## src/sv/tdw_pkg.sv

```systemverilog
// ----------------------------------------------------------------------------
// tdw_pkg
// Types and constants for the transmit drain watchdog.
// ----------------------------------------------------------------------------
`timescale 1ns / 1ps
`default_nettype none

package tdw_pkg;

   // field widths
   localparam int COUNT_W      = 24;
   localparam int RATE_W       = 24;
   localparam int BUDGET_W     = 18;
   localparam int THR_W        = 10;
   localparam int QUIET_W      = 12;
   localparam int TIMEOUT_W    = 20;
   localparam int DEBOUNCE_W   = 10;
   localparam int CSR_INDEX_W  = 2;
   localparam int CSR_DATA_W   = 20;

   // divider widths: pending * 1000, and the 9000 ms quiet constant
   localparam int EST_NUM_W    = COUNT_W + 10;
   localparam int QUIET_NUM_W  = 14;

   // item modes
   typedef enum logic [1:0] {
      MODE_BEGIN = 2'd0,
      MODE_TICK  = 2'd1,
      MODE_POLL  = 2'd2,
      MODE_RESET = 2'd3
   } mode_type;

   // register indexes
   localparam logic [CSR_INDEX_W-1:0] CSR_DRAIN_TIMEOUT = 2'd0;
   localparam logic [CSR_INDEX_W-1:0] CSR_DEBOUNCE      = 2'd1;

   // register reset values
   localparam logic [TIMEOUT_W-1:0]  DRAIN_TIMEOUT_RST = 20'd10000;
   localparam logic [DEBOUNCE_W-1:0] DEBOUNCE_RST      = 10'd50;

   // begin derivation constants
   localparam logic [TIMEOUT_W-1:0] BASE_MIN_MS   = 20'd3000;
   localparam logic [RATE_W-1:0]    RATE_FLOOR    = 24'd16;
   localparam logic [RATE_W-1:0]    RATE_DEFAULT  = 24'd32;
   localparam logic [9:0]           MS_PER_S      = 10'd1000;
   localparam logic [25:0]          GUARD_OFFSET  = 26'd1500;
   localparam logic [15:0]          GUARD_MIN     = 16'd5000;
   localparam logic [15:0]          GUARD_MAX     = 16'd45000;
   localparam logic [17:0]          BUDGET_MIN    = 18'd8000;
   localparam logic [17:0]          BUDGET_MAX    = 18'd180000;
   localparam logic [10:0]          THR_MIN       = 11'd96;
   localparam logic [10:0]          THR_MAX       = 11'd768;
   localparam logic [COUNT_W-1:0]   THR_SAT_BYTES = 24'd2304;
   localparam logic [23:0]          RECIP3        = 24'd2731;
   localparam int                   RECIP3_SHIFT  = 13;
   localparam logic [50:0]          RECIP5        = 51'd26843546;
   localparam int                   RECIP5_SHIFT  = 27;
   localparam logic [QUIET_NUM_W-1:0] QUIET_NUM   = 14'd9000;
   localparam logic [12:0]          QUIET_MIN     = 13'd600;
   localparam logic [12:0]          QUIET_MAX     = 13'd2500;

   // poll constants
   localparam logic [11:0]          STABLE_MIN    = 12'd180;
   localparam logic [11:0]          STABLE_MAX    = 12'd3000;
   localparam logic [17:0]          LIMIT_MIN     = 18'd3000;
   localparam logic [16:0]          STALL_MIN     = 17'd5000;
   localparam logic [16:0]          STALL_MAX     = 17'd45000;
   localparam logic [10:0]          HARD_MIN      = 11'd1024;

   // counter saturation
   localparam logic [17:0]          SAT18         = 18'h3ffff;
   localparam logic [11:0]          SAT12         = 12'hfff;

   typedef struct packed {
      mode_type             mode;
      logic [COUNT_W-1:0]   pending_bytes;
      logic [RATE_W-1:0]    effective_bps;
      logic [RATE_W-1:0]    wire_bps;
      logic [COUNT_W-1:0]   bytes_left;
      logic                 send_allowed;
   } req_type;

   typedef struct packed {
      logic                 can_finish;
      logic                 timed_out;
      logic                 drain_active;
      logic [BUDGET_W-1:0]  budget_ms;
      logic [THR_W-1:0]     near_threshold;
      logic [QUIET_W-1:0]   quiet_window_ms;
   } rsp_type;

   // controller to datapath
   typedef struct packed {
      logic exec_op;
      logic cap_begin;
      logic start_div;
      logic fin_begin;
   } cmd_type;

   // datapath to controller
   typedef struct packed {
      logic div_busy;
   } status_type;

endpackage

`default_nettype wire

```

## src/sv/tx_drain_watchdog.sv

```systemverilog
// ----------------------------------------------------------------------------
// tx_drain_watchdog
// Timeout and finish tracking for a draining serial transmit buffer.
// ----------------------------------------------------------------------------
//  channel | ports                           | transfer when
//  --------+---------------------------------+------------------------------
//  request | req_valid req_stall req_payload | req_valid && !req_stall
//  result  | rsp_valid rsp_stall rsp_payload | rsp_valid && !rsp_stall
//  config  | csr_write_en csr_index csr_wdata| csr_write_en
//
//  tick, poll and reset items finish on acceptance; the result is registered.
//  a begin item runs through capture, prepare, 34 steps of the
//  one-bit-per-cycle estimate divider, a step to see it idle, and finish.
//  one item is worked at a time; a stalled result holds off the next item.
//  synchronous reset clears the control and watchdog state; registers return to their defaults.
// ----------------------------------------------------------------------------
`timescale 1ns / 1ps
`default_nettype none

module tx_drain_watchdog (
   input  wire logic                             clock,
   input  wire logic                             reset,
   input  wire logic                             req_valid,
   output logic                                  req_stall,
   input  wire tdw_pkg::req_type                 req_payload,
   output logic                                  rsp_valid,
   input  wire logic                             rsp_stall,
   output tdw_pkg::rsp_type                      rsp_payload,
   input  wire logic                             csr_write_en,
   input  wire logic [tdw_pkg::CSR_INDEX_W-1:0]  csr_index,
   input  wire logic [tdw_pkg::CSR_DATA_W-1:0]   csr_wdata
);

   tdw_pkg::cmd_type    cmd;
   tdw_pkg::status_type status;

   tdw_ctrl u_ctrl (
      .clock     (clock),
      .reset     (reset),
      .req_valid (req_valid),
      .req_mode  (req_payload.mode),
      .req_stall (req_stall),
      .rsp_valid (rsp_valid),
      .rsp_stall (rsp_stall),
      .cmd       (cmd),
      .status    (status)
   );

   tdw_datapath u_dp (
      .clock        (clock),
      .reset        (reset),
      .cmd          (cmd),
      .status       (status),
      .req          (req_payload),
      .rsp          (rsp_payload),
      .csr_write_en (csr_write_en),
      .csr_index    (csr_index),
      .csr_wdata    (csr_wdata)
   );

endmodule

`default_nettype wire

```

## src/sv/tdw_divider.sv

```systemverilog
// ----------------------------------------------------------------------------
// tdw_divider
// Restoring divider, one quotient bit per cycle.
// ----------------------------------------------------------------------------
`timescale 1ns / 1ps
`default_nettype none

module tdw_divider #(
   parameter int NUM_W = 34,
   parameter int DEN_W = 24
) (
   input  wire logic             clock,
   input  wire logic             reset,
   input  wire logic             start,
   input  wire logic [NUM_W-1:0] num,
   input  wire logic [DEN_W-1:0] den,
   output logic                  busy,
   output logic [NUM_W-1:0]      quot,
   output logic                  rem_nz
);

   localparam int CNT_W = $clog2(NUM_W + 1);

   logic [NUM_W-1:0] quot_ff, quot_in;
   logic [DEN_W-1:0] rem_ff, rem_in;
   logic [DEN_W-1:0] den_ff;
   logic [CNT_W-1:0] cnt_ff, cnt_in;
   logic             busy_ff, busy_in;
   logic [DEN_W:0]   trial;
   logic             fits;

   // one shift and trial subtract
   always_comb begin
      trial   = {rem_ff, quot_ff[NUM_W-1]};
      fits    = trial >= {1'b0, den_ff};
      quot_in = quot_ff;
      rem_in  = rem_ff;
      cnt_in  = cnt_ff;
      busy_in = busy_ff;
      if (start) begin
         quot_in = num;
         rem_in  = '0;
         cnt_in  = CNT_W'(NUM_W);
         busy_in = 1'b1;
      end else if (busy_ff) begin
         quot_in = {quot_ff[NUM_W-2:0], fits};
         rem_in  = fits ? DEN_W'(trial - {1'b0, den_ff}) : trial[DEN_W-1:0];
         cnt_in  = cnt_ff - 1'b1;
         busy_in = cnt_ff != CNT_W'(1);
      end
   end

   always_ff @(posedge clock) begin
      if (reset) begin
         busy_ff <= 1'b0;
         cnt_ff  <= '0;
      end else begin
         busy_ff <= busy_in;
         cnt_ff  <= cnt_in;
      end
      quot_ff <= quot_in;
      rem_ff  <= rem_in;
      if (start) begin
         den_ff <= den;
      end
   end

   assign busy   = busy_ff;
   assign quot   = quot_ff;
   assign rem_nz = rem_ff != '0;

endmodule

`default_nettype wire

```

## src/sv/tdw_datapath.sv

```systemverilog
// ----------------------------------------------------------------------------
// tdw_datapath
// Watchdog state, begin derivation, poll evaluation and the result register.
// ----------------------------------------------------------------------------
`timescale 1ns / 1ps
`default_nettype none

module tdw_datapath (
   input  wire logic                               clock,
   input  wire logic                               reset,
   input  wire tdw_pkg::cmd_type                   cmd,
   output tdw_pkg::status_type                     status,
   input  wire tdw_pkg::req_type                   req,
   output tdw_pkg::rsp_type                        rsp,
   input  wire logic                               csr_write_en,
   input  wire logic [tdw_pkg::CSR_INDEX_W-1:0]    csr_index,
   input  wire logic [tdw_pkg::CSR_DATA_W-1:0]     csr_wdata
);

   // configuration registers
   logic [tdw_pkg::TIMEOUT_W-1:0]  drain_timeout_ff;
   logic [tdw_pkg::DEBOUNCE_W-1:0] debounce_ff;

   always_ff @(posedge clock) begin
      if (reset) begin
         drain_timeout_ff <= tdw_pkg::DRAIN_TIMEOUT_RST;
         debounce_ff      <= tdw_pkg::DEBOUNCE_RST;
      end else if (csr_write_en) begin
         case (csr_index)
            tdw_pkg::CSR_DRAIN_TIMEOUT: drain_timeout_ff <= csr_wdata;
            tdw_pkg::CSR_DEBOUNCE:      debounce_ff <= csr_wdata[tdw_pkg::DEBOUNCE_W-1:0];
            default: ;
         endcase
      end
   end

   // begin capture: products, guard and threshold
   logic [tdw_pkg::COUNT_W-1:0]   pend_ff;
   logic [tdw_pkg::RATE_W-1:0]    eff_ff, wire_ff, wire5_ff;
   logic [tdw_pkg::EST_NUM_W-1:0] num_ff;
   logic [15:0]                   guard_ff, guard_in;
   logic [tdw_pkg::THR_W-1:0]     thr_cap_ff, thr_cap_in;
   logic [50:0]                   w5_prod;
   logic [25:0]                   guard_raw;
   logic [23:0]                   d3_prod;
   logic [10:0]                   third, thr_cl;

   always_comb begin
      w5_prod   = 51'(req.wire_bps) * tdw_pkg::RECIP5;
      guard_raw = {1'b0, req.pending_bytes, 1'b0} + tdw_pkg::GUARD_OFFSET;
      if (guard_raw < 26'(tdw_pkg::GUARD_MIN)) begin
         guard_in = tdw_pkg::GUARD_MIN;
      end else if (guard_raw > 26'(tdw_pkg::GUARD_MAX)) begin
         guard_in = tdw_pkg::GUARD_MAX;
      end else begin
         guard_in = guard_raw[15:0];
      end
      d3_prod = 24'(req.pending_bytes[11:0]) * tdw_pkg::RECIP3;
      third   = (req.pending_bytes >= tdw_pkg::THR_SAT_BYTES) ? tdw_pkg::THR_MAX
                : d3_prod[23:tdw_pkg::RECIP3_SHIFT];
      if (third < tdw_pkg::THR_MIN) begin
         thr_cl = tdw_pkg::THR_MIN;
      end else if (third > tdw_pkg::THR_MAX) begin
         thr_cl = tdw_pkg::THR_MAX;
      end else begin
         thr_cl = third;
      end
      thr_cap_in = (req.pending_bytes < 24'(thr_cl)) ? req.pending_bytes[tdw_pkg::THR_W-1:0]
                   : thr_cl[tdw_pkg::THR_W-1:0];
   end

   always_ff @(posedge clock) begin
      if (cmd.cap_begin) begin
         pend_ff    <= req.pending_bytes;
         eff_ff     <= req.effective_bps;
         wire_ff    <= req.wire_bps;
         num_ff     <= tdw_pkg::EST_NUM_W'(req.pending_bytes) *
                       tdw_pkg::EST_NUM_W'(tdw_pkg::MS_PER_S);
         wire5_ff   <= w5_prod[tdw_pkg::RECIP5_SHIFT +: tdw_pkg::RATE_W];
         guard_ff   <= guard_in;
         thr_cap_ff <= thr_cap_in;
      end
   end

   // reference rates for the two divisions
   logic                       has_e, has_w;
   logic [tdw_pkg::RATE_W-1:0] eff_fl, wire4_fl, ref_rate, quiet_rate;

   always_comb begin
      has_e    = eff_ff > 24'd1;
      has_w    = wire_ff > 24'd1;
      eff_fl   = (eff_ff < tdw_pkg::RATE_FLOOR) ? tdw_pkg::RATE_FLOOR : eff_ff;
      wire4_fl = ((wire_ff >> 2) < tdw_pkg::RATE_FLOOR) ? tdw_pkg::RATE_FLOOR : (wire_ff >> 2);
      if (has_e && has_w) begin
         ref_rate = (wire_ff < eff_fl) ? wire_ff : eff_fl;
      end else if (has_e) begin
         ref_rate = eff_fl;
      end else if (has_w) begin
         ref_rate = wire4_fl;
      end else begin
         ref_rate = tdw_pkg::RATE_DEFAULT;
      end
      quiet_rate = (wire5_ff > eff_fl) ? wire5_ff : eff_fl;
   end

   logic                            est_busy, quiet_busy, est_rnz, quiet_rnz;
   logic [tdw_pkg::EST_NUM_W-1:0]   est_q;
   logic [tdw_pkg::QUIET_NUM_W-1:0] quiet_q;

   tdw_divider #(
      .NUM_W(tdw_pkg::EST_NUM_W),
      .DEN_W(tdw_pkg::RATE_W)
   ) u_est_div (
      .clock  (clock),
      .reset  (reset),
      .start  (cmd.start_div),
      .num    (num_ff),
      .den    (ref_rate),
      .busy   (est_busy),
      .quot   (est_q),
      .rem_nz (est_rnz)
   );

   tdw_divider #(
      .NUM_W(tdw_pkg::QUIET_NUM_W),
      .DEN_W(tdw_pkg::RATE_W)
   ) u_quiet_div (
      .clock  (clock),
      .reset  (reset),
      .start  (cmd.start_div),
      .num    (tdw_pkg::QUIET_NUM),
      .den    (quiet_rate),
      .busy   (quiet_busy),
      .quot   (quiet_q),
      .rem_nz (quiet_rnz)
   );

   assign status.div_busy = est_busy | quiet_busy;

   // budget and quiet window from the quotients
   logic [35:0]                     est_sum, budget_pick;
   logic [tdw_pkg::TIMEOUT_W-1:0]   base_ms;
   logic [tdw_pkg::BUDGET_W-1:0]    new_budget;
   logic [12:0]                     adaptive, deb6, quiet_pick;
   logic [tdw_pkg::QUIET_W-1:0]     new_quiet;

   always_comb begin
      est_sum     = 36'(est_q) + 36'(est_rnz) + 36'(guard_ff);
      base_ms     = (drain_timeout_ff < tdw_pkg::BASE_MIN_MS) ? tdw_pkg::BASE_MIN_MS
                    : drain_timeout_ff;
      budget_pick = (36'(base_ms) > est_sum) ? 36'(base_ms) : est_sum;
      if (budget_pick < 36'(tdw_pkg::BUDGET_MIN)) begin
         new_budget = tdw_pkg::BUDGET_MIN;
      end else if (budget_pick > 36'(tdw_pkg::BUDGET_MAX)) begin
         new_budget = tdw_pkg::BUDGET_MAX;
      end else begin
         new_budget = budget_pick[tdw_pkg::BUDGET_W-1:0];
      end
      adaptive   = 13'(quiet_q) + 13'(quiet_rnz);
      deb6       = 13'(debounce_ff) * 13'd6;
      quiet_pick = (adaptive > deb6) ? adaptive : deb6;
      if (quiet_pick < tdw_pkg::QUIET_MIN) begin
         new_quiet = tdw_pkg::QUIET_W'(tdw_pkg::QUIET_MIN);
      end else if (quiet_pick > tdw_pkg::QUIET_MAX) begin
         new_quiet = tdw_pkg::QUIET_W'(tdw_pkg::QUIET_MAX);
      end else begin
         new_quiet = quiet_pick[tdw_pkg::QUIET_W-1:0];
      end
   end

   // watchdog state
   logic                          active_ff, active_in;
   logic [tdw_pkg::BUDGET_W-1:0]  budget_ff, budget_in;
   logic [tdw_pkg::THR_W-1:0]     thr_ff, thr_in;
   logic [tdw_pkg::QUIET_W-1:0]   quiet_ff, quiet_in;
   logic [tdw_pkg::COUNT_W-1:0]   last_left_ff, last_left_in;
   logic                          last_valid_ff, last_valid_in;
   logic [17:0]                   drain_el_ff, drain_el_in;
   logic [17:0]                   prog_el_ff, prog_el_in;
   logic [11:0]                   stab_el_ff, stab_el_in;
   logic                          stab_valid_ff, stab_valid_in;

   // poll terms
   logic [11:0]                   deb4, stable_pick, stable_ms;
   logic [17:0]                   limit;
   logic [16:0]                   stall_ms;
   logic [10:0]                   hard_bytes, thr2;
   logic                          progress, near_quiet, cf, to;
   logic [tdw_pkg::COUNT_W-1:0]   b_left;

   always_comb begin
      deb4        = {debounce_ff, 2'b00};
      stable_pick = (quiet_ff > deb4) ? quiet_ff : deb4;
      if (stable_pick < tdw_pkg::STABLE_MIN) begin
         stable_ms = tdw_pkg::STABLE_MIN;
      end else if (stable_pick > tdw_pkg::STABLE_MAX) begin
         stable_ms = tdw_pkg::STABLE_MAX;
      end else begin
         stable_ms = stable_pick;
      end
      limit    = (budget_ff < tdw_pkg::LIMIT_MIN) ? tdw_pkg::LIMIT_MIN : budget_ff;
      if (limit[17:1] < tdw_pkg::STALL_MIN) begin
         stall_ms = tdw_pkg::STALL_MIN;
      end else if (limit[17:1] > tdw_pkg::STALL_MAX) begin
         stall_ms = tdw_pkg::STALL_MAX;
      end else begin
         stall_ms = limit[17:1];
      end
      thr2       = {thr_ff, 1'b0};
      hard_bytes = (thr2 > tdw_pkg::HARD_MIN) ? thr2 : tdw_pkg::HARD_MIN;
      b_left     = req.bytes_left;
      progress   = !last_valid_ff || (b_left < last_left_ff);

      active_in     = active_ff;
      budget_in     = budget_ff;
      thr_in        = thr_ff;
      quiet_in      = quiet_ff;
      last_left_in  = last_left_ff;
      last_valid_in = last_valid_ff;
      drain_el_in   = drain_el_ff;
      prog_el_in    = prog_el_ff;
      stab_el_in    = stab_el_ff;
      stab_valid_in = stab_valid_ff;
      near_quiet    = 1'b0;
      cf            = 1'b0;
      to            = 1'b0;

      if (cmd.exec_op) begin
         case (req.mode)
            tdw_pkg::MODE_TICK: begin
               if (drain_el_ff != tdw_pkg::SAT18) drain_el_in = drain_el_ff + 1'b1;
               if (prog_el_ff != tdw_pkg::SAT18) prog_el_in = prog_el_ff + 1'b1;
               if (stab_el_ff != tdw_pkg::SAT12) stab_el_in = stab_el_ff + 1'b1;
            end
            tdw_pkg::MODE_POLL: begin
               if (active_ff) begin
                  if (progress) begin
                     prog_el_in    = '0;
                     stab_valid_in = 1'b0;
                  end
                  last_left_in  = b_left;
                  last_valid_in = 1'b1;
                  near_quiet    = (thr_ff != '0) && (b_left <= 24'(thr_ff)) &&
                                  (prog_el_in >= 18'(stable_ms));
                  // stable window: open, check or clear
                  if (!req.send_allowed && b_left != '0) begin
                     stab_valid_in = 1'b0;
                  end else if (b_left == '0 || near_quiet) begin
                     if (!stab_valid_in) begin
                        stab_valid_in = 1'b1;
                        stab_el_in    = '0;
                     end else begin
                        cf = stab_el_ff >= stable_ms;
                     end
                  end else begin
                     stab_valid_in = 1'b0;
                  end
                  // stall on a large residual, or overall timeout
                  if (req.send_allowed && !cf) begin
                     to = ((b_left > 24'(hard_bytes)) && (prog_el_in > 18'(stall_ms))) ||
                          (drain_el_ff > limit);
                  end
               end
            end
            tdw_pkg::MODE_RESET: begin
               active_in     = 1'b0;
               budget_in     = '0;
               thr_in        = '0;
               quiet_in      = '0;
               last_left_in  = '0;
               last_valid_in = 1'b0;
            end
            default: ;
         endcase
      end

      // begin completes once both quotients are in
      if (cmd.fin_begin) begin
         active_in     = 1'b1;
         budget_in     = new_budget;
         thr_in        = thr_cap_ff;
         quiet_in      = new_quiet;
         last_left_in  = pend_ff;
         last_valid_in = 1'b1;
         drain_el_in   = '0;
         prog_el_in    = '0;
         stab_valid_in = 1'b0;
      end
   end

   always_ff @(posedge clock) begin
      if (reset) begin
         active_ff     <= 1'b0;
         budget_ff     <= '0;
         thr_ff        <= '0;
         quiet_ff      <= '0;
         last_left_ff  <= '0;
         last_valid_ff <= 1'b0;
         drain_el_ff   <= '0;
         prog_el_ff    <= '0;
         stab_el_ff    <= '0;
         stab_valid_ff <= 1'b0;
      end else begin
         active_ff     <= active_in;
         budget_ff     <= budget_in;
         thr_ff        <= thr_in;
         quiet_ff      <= quiet_in;
         last_left_ff  <= last_left_in;
         last_valid_ff <= last_valid_in;
         drain_el_ff   <= drain_el_in;
         prog_el_ff    <= prog_el_in;
         stab_el_ff    <= stab_el_in;
         stab_valid_ff <= stab_valid_in;
      end
   end

   // result register
   tdw_pkg::rsp_type rsp_ff;

   always_ff @(posedge clock) begin
      if (cmd.exec_op || cmd.fin_begin) begin
         rsp_ff.can_finish      <= cf;
         rsp_ff.timed_out       <= to;
         rsp_ff.drain_active    <= active_in;
         rsp_ff.budget_ms       <= budget_in;
         rsp_ff.near_threshold  <= thr_in;
         rsp_ff.quiet_window_ms <= quiet_in;
      end
   end

   assign rsp = rsp_ff;

endmodule

`default_nettype wire

```

## src/sv/tdw_ctrl.sv

```systemverilog
// ----------------------------------------------------------------------------
// tdw_ctrl
// Sequencer for the watchdog: accepts items, steps begin through the divide.
// ----------------------------------------------------------------------------
`timescale 1ns / 1ps
`default_nettype none

module tdw_ctrl (
   input  wire logic                clock,
   input  wire logic                reset,
   input  wire logic                req_valid,
   input  wire tdw_pkg::mode_type   req_mode,
   output logic                     req_stall,
   output logic                     rsp_valid,
   input  wire logic                rsp_stall,
   output tdw_pkg::cmd_type         cmd,
   input  wire tdw_pkg::status_type status
);

   typedef enum logic [1:0] {
      ST_IDLE,
      ST_PREP,
      ST_DIV,
      ST_FIN
   } state_type;

   state_type state_ff, state_in;
   logic      rsp_valid_ff, rsp_valid_in;
   logic      out_free, take, accept;

   // output register free when empty or draining this cycle
   always_comb begin
      out_free      = !rsp_valid_ff || !rsp_stall;
      take          = (state_ff == ST_IDLE) && out_free;
      accept        = req_valid && take;
      cmd.exec_op   = accept && (req_mode != tdw_pkg::MODE_BEGIN);
      cmd.cap_begin = accept && (req_mode == tdw_pkg::MODE_BEGIN);
      cmd.start_div = state_ff == ST_PREP;
      cmd.fin_begin = (state_ff == ST_FIN) && out_free;
   end

   // next state and result valid
   always_comb begin
      state_in = state_ff;
      case (state_ff)
         ST_IDLE: if (cmd.cap_begin) state_in = ST_PREP;
         ST_PREP: state_in = ST_DIV;
         ST_DIV:  if (!status.div_busy) state_in = ST_FIN;
         ST_FIN:  if (out_free) state_in = ST_IDLE;
         default: state_in = ST_IDLE;
      endcase
      if (cmd.exec_op || cmd.fin_begin) begin
         rsp_valid_in = 1'b1;
      end else begin
         rsp_valid_in = rsp_valid_ff && rsp_stall;
      end
   end

   always_ff @(posedge clock) begin
      if (reset) begin
         state_ff     <= ST_IDLE;
         rsp_valid_ff <= 1'b0;
      end else begin
         state_ff     <= state_in;
         rsp_valid_ff <= rsp_valid_in;
      end
   end

   assign req_stall = !take;
   assign rsp_valid = rsp_valid_ff;

endmodule

`default_nettype wire

```

## config.mk

```make
export PLATFORM = sky130hd
export DESIGN_NAME = tx_drain_watchdog
export DESIGN_NICKNAME = d
export VERILOG_FILES = /design/src/sv/tdw_pkg.sv /design/src/sv/tx_drain_watchdog.sv /design/src/sv/tdw_divider.sv /design/src/sv/tdw_datapath.sv /design/src/sv/tdw_ctrl.sv
export SDC_FILE = /design/constraint.sdc
export NUM_CORES = 2
export LEC_CHECK = 0
export BUFFER_PORTS_ARGS = -buffer_cell sky130_fd_sc_hd__buf_2
export CORE_MARGIN = 2
export CORE_UTILIZATION = 45
export DETAILED_ROUTE_END_ITERATION = 6
export PLACE_DENSITY = 0.7
export SLEW_MARGIN = 20
export SYNTH_ARGS = -nofsm -noshare
export SYNTH_HDL_FRONTEND = slang
export SYNTH_SLANG_ARGS = --single-unit
export TNS_END_PERCENT = 30
```

## constraint.sdc

```tcl
create_clock -name clock -period 10.2 [get_ports clock]
set_input_delay 0.51 -clock clock [delete_from_list [all_inputs] [get_ports clock]]
set_output_delay 0.51 -clock clock [all_outputs]
set_load 0.005 [all_outputs]
```

==> impl_metrics.ini <==
[sta]
slew_viol_final = 0
clock-skew-final_ps = 26.3
period_share_pct = 78.4
tns_ps = 0
setup_ws_ps = 2210
post-route-min-period_ps = 7990
maxSlewHeadroom_pct = 27.8
fmax_mhz = 125
setup_viol = 0
finalHoldViolCount = 0
rsz0062_at_grt = no
worst_slew_pin_slew_ps = 1080

[place]
hpwlAfterDp_um = 97200
place_congestion = 0.938
placed_cell_area_mm2 = 0.0500
io_buffers = 170
pre_cts_slack_ps = 1400

[yosys]
synthDistinctLibCells = 96
synth-warning-count = 0
synthArstFlopShare_pct = 0
avgSynthCellArea_um2 = 9.51
synth_cells = 5020
synth_edf_count = 273
synth_top_cell_by_area = ha_1
synth_area_mm2 = 0.0477
synth_seq_cells = 495
yosys-top-cells-area = ha_1, edfxtp_1, fa_1, dfxtp_1, inv_1
synth_top_area_share_pct = 18.8
synthFlopType = edfxtp_1
yosysSeqAreaShare_pct = 26.5

[power_and_ir_drop]
peakVddDrop_mv = 0.486
p_leak_nw = 23.0
powerDensity_mw_per_mm2 = 296

[cts]
cts_resized = 0
numCtsBuffers = 54
postCtsSetupBuffers = 0
insertion_delay_ps = 650
cts_tree = done
root_buffer = clkbuf_16
clock_sinks = 495
clk_pin_slew_ps = 60
clk_path_buf_depth = 3
htree_levels = 2

[critical_path]
cp-end-kind = register
startpoint_type = primary input
cp.arrival_ps = 8330
cp_slowest_cell = a311oi_1
cp_common_cell = inv_1
slowest_delay_ps = 720
cp.required_ps = 10540
reg2reg_depth = 30
critPathKind = primary input to register
crit_path_max_fanout = 14

[layout]
fillers = 9660
fin_area_mm2 = 0.0521
syn_to_final_growth_pct = 9.06
final_nets = 6334
multi_input_area_mm2 = 0.0320
seq_area_mm2 = 0.0126
drive_above_1_share_pct = 7.83

[routing]
drt-total-wl_um = 122000
viasPerCell = 5.58
drtAntennaViolNets = 0
first_iter_violations = 2606
dr.pass1.iters = 5
wire_per_inst_um = 18.5
num_vias = 36700
drc = 0

[floorplan]
dieArea_mm2 = 0.109
io_pins = 171
fp.dieH_um = 330
num_rows = 119
initial_core_util_pct = 45.4
coreArea_mm2 = 0.105
die_w_um = 330

[grt]
grtUsageTotal_pct = 22.4
grt_pass1_wl_um = 195000
overflow = 0
grt_pass1_vias = 36100
grt_start_max_net_pins = 97
grt_antenna_before_repair = 12

[hold_path]
hold_class = primary input to register
worstHoldPathCells = 1

[outcome]
status = finished, final reports clean

[flow_run]
cap_viol_max_count = 0
state kept, by name, summed over array words and instances (netlist names), 14 cells and up:
register                 cells
u_dp.u_est_div.den_ff       24
u_dp.wire5_ff               22
u_dp.rsp                    43
u_dp.drain_el_ff            18
u_dp.u_quiet_div.quot       14
u_dp.u_est_div.rem_ff       24
u_dp.last_left_ff           24
u_dp.num_ff                 29
u_dp.budget_ff              18
u_dp.eff_ff                 24
u_dp.guard_ff               15
u_dp.u_quiet_div.den_ff     24
u_dp.wire_ff                24
u_dp.pend_ff                24
u_dp.prog_el_ff             18
u_dp.u_est_div.quot         34
u_dp.drain_timeout_ff       20
u_dp.u_quiet_div.rem_ff     24
report_power, final:
group / switching, mW / internal, mW / total (mW)
combinational: 5.72 / 4.23 / 9.95
clock: 0.884 / 1.22 / 2.10
sequential: 0.430 / 2.91 / 3.34
total: 7.04 / 8.36 / 15.4
per-stage QoR:
stage               cells  hold WS (ps)  power [mW]  utilization (%)
floorplan            5021           432        10.8                -
global placement     6461           452        13.0             47.5
detailed placement   6462           461        13.2             47.5
CTS                  6574        0.0724        15.4             49.4
global route         6575          10.4        17.0             49.5
finish               6579          34.3        15.4             49.5
cell usage after synthesis, types with 31 or more instances:
cell / n
a211oi_1: 81
a21o_1: 91
a21oi_1: 306
and2_1: 42
and3_1: 37
clkbuf_1: 120
dfxtp_1: 222
edfxtp_1: 273
fa_1: 351
ha_1: 718
inv_1: 694
mux2_2: 53
mux2i_1: 62
nand2_1: 327
nand2b_1: 49
nand3_1: 105
nand4_1: 63
nor2_1: 330
nor2b_1: 60
nor3_1: 111
nor4_1: 56
o211ai_1: 34
o21a_1: 48
o21ai_0: 162
o31ai_1: 31
or3_1: 35
xnor2_1: 120
xor2_1: 70
timing repair:
item	4_1_cts	5_1_grt
hold buffers	12	0
setup endpoints to repair	0	0
hold endpoints to repair	12	0
final timing paths:
check | slack, ps | end | start
max | 2210 | u_dp.thr_cap_ff[3] | req_payload[77]
min | 30 | u_dp.eff_ff[8] | req_payload[57]
max reg2reg | 2380 | u_dp.rsp[34] | u_dp.u_est_div.rem_ff[13]
min reg2reg | 460 | u_dp.drain_timeout_ff[2] | u_dp.drain_timeout_ff[2]
routing by layer:
| layer | vias to the layer above | global-route usage [%] | part of all wire, % |
|---|---|---|---|
| li1 | 17800 | - | - |
| met1 | 17700 | 30.9 | 45 |
| met2 | 1008 | 36.9 | 46 |
| met3 | 204 | 2.47 | 5.5 |
| met4 | 0 | 6.83 | 3.2 |
| met5 | - | 0 | 0 |
cells in the final DEF (no fill, tap or decap), drive strengths merged, types with 17 or more instances in the layout:
cell type | Yosys | routed
nand4 | 64 | 64
ha | 718 | 718
nor4 | 59 | 59
or3 | 36 | 36
and2 | 43 | 43
a21o | 91 | 91
nor2 | 332 | 332
o21ai | 171 | 171
clkbuf | 120 | 68
nand3 | 106 | 106
or2 | 27 | 27
fa | 351 | 351
a31oi | 27 | 27
mux2i | 62 | 62
nor3b | 25 | 25
and3 | 37 | 37
xor2 | 70 | 70
a211o | 18 | 18
xnor2 | 120 | 120
nor2b | 60 | 60
o21a | 48 | 48
inv | 694 | 698
dfxtp | 222 | 222
mux2 | 53 | 53
or4 | 17 | 17
a22o | 17 | 17
edfxtp | 273 | 273
o21bai | 17 | 17
buf | 21 | 191
nand2 | 328 | 328
o211ai | 34 | 34
nand2b | 49 | 49
nor3 | 114 | 114
o31ai | 31 | 31
a21oi | 307 | 307
a211oi | 85 | 85
kinds of logic after synthesis:
logic type,count (synthesis),synth area share [%]
buffers and inverters,836,6.64
other,1,0.00785
xor gates and xnor gates,190,3.49
AOI/OAI and AO/OA,971,13.2
and+or+nand+nor,1343,14.1
DFF,495,26.5
adders and majority gates,1069,33.5
muxes,115,2.55
worst max-delay path, delay by kind of cell:
family | cells | cell delay (ps)
fa+ha+maj | 7 | 3110
compound gates | 7 | 2330
simple gates | 7 | 1410
buf+inv | 6 | 700
mux | 1 | 190
xor+xnor | 1 | 100
final cells by class:
cell class / instances / share of cell area, %
sequential: 495 / 24.3
timing repair buffer: 203 / 2.17
clock inverter: 32 / 0.855
tap: 1391 / 3.34
multi-input combinational: 3690 / 61.5
clock buffer: 68 / 2.83
antenna: 5 / 0.0240
inverter: 695 / 5.02
No activity file was read; power rests on OpenSTA's default activity.
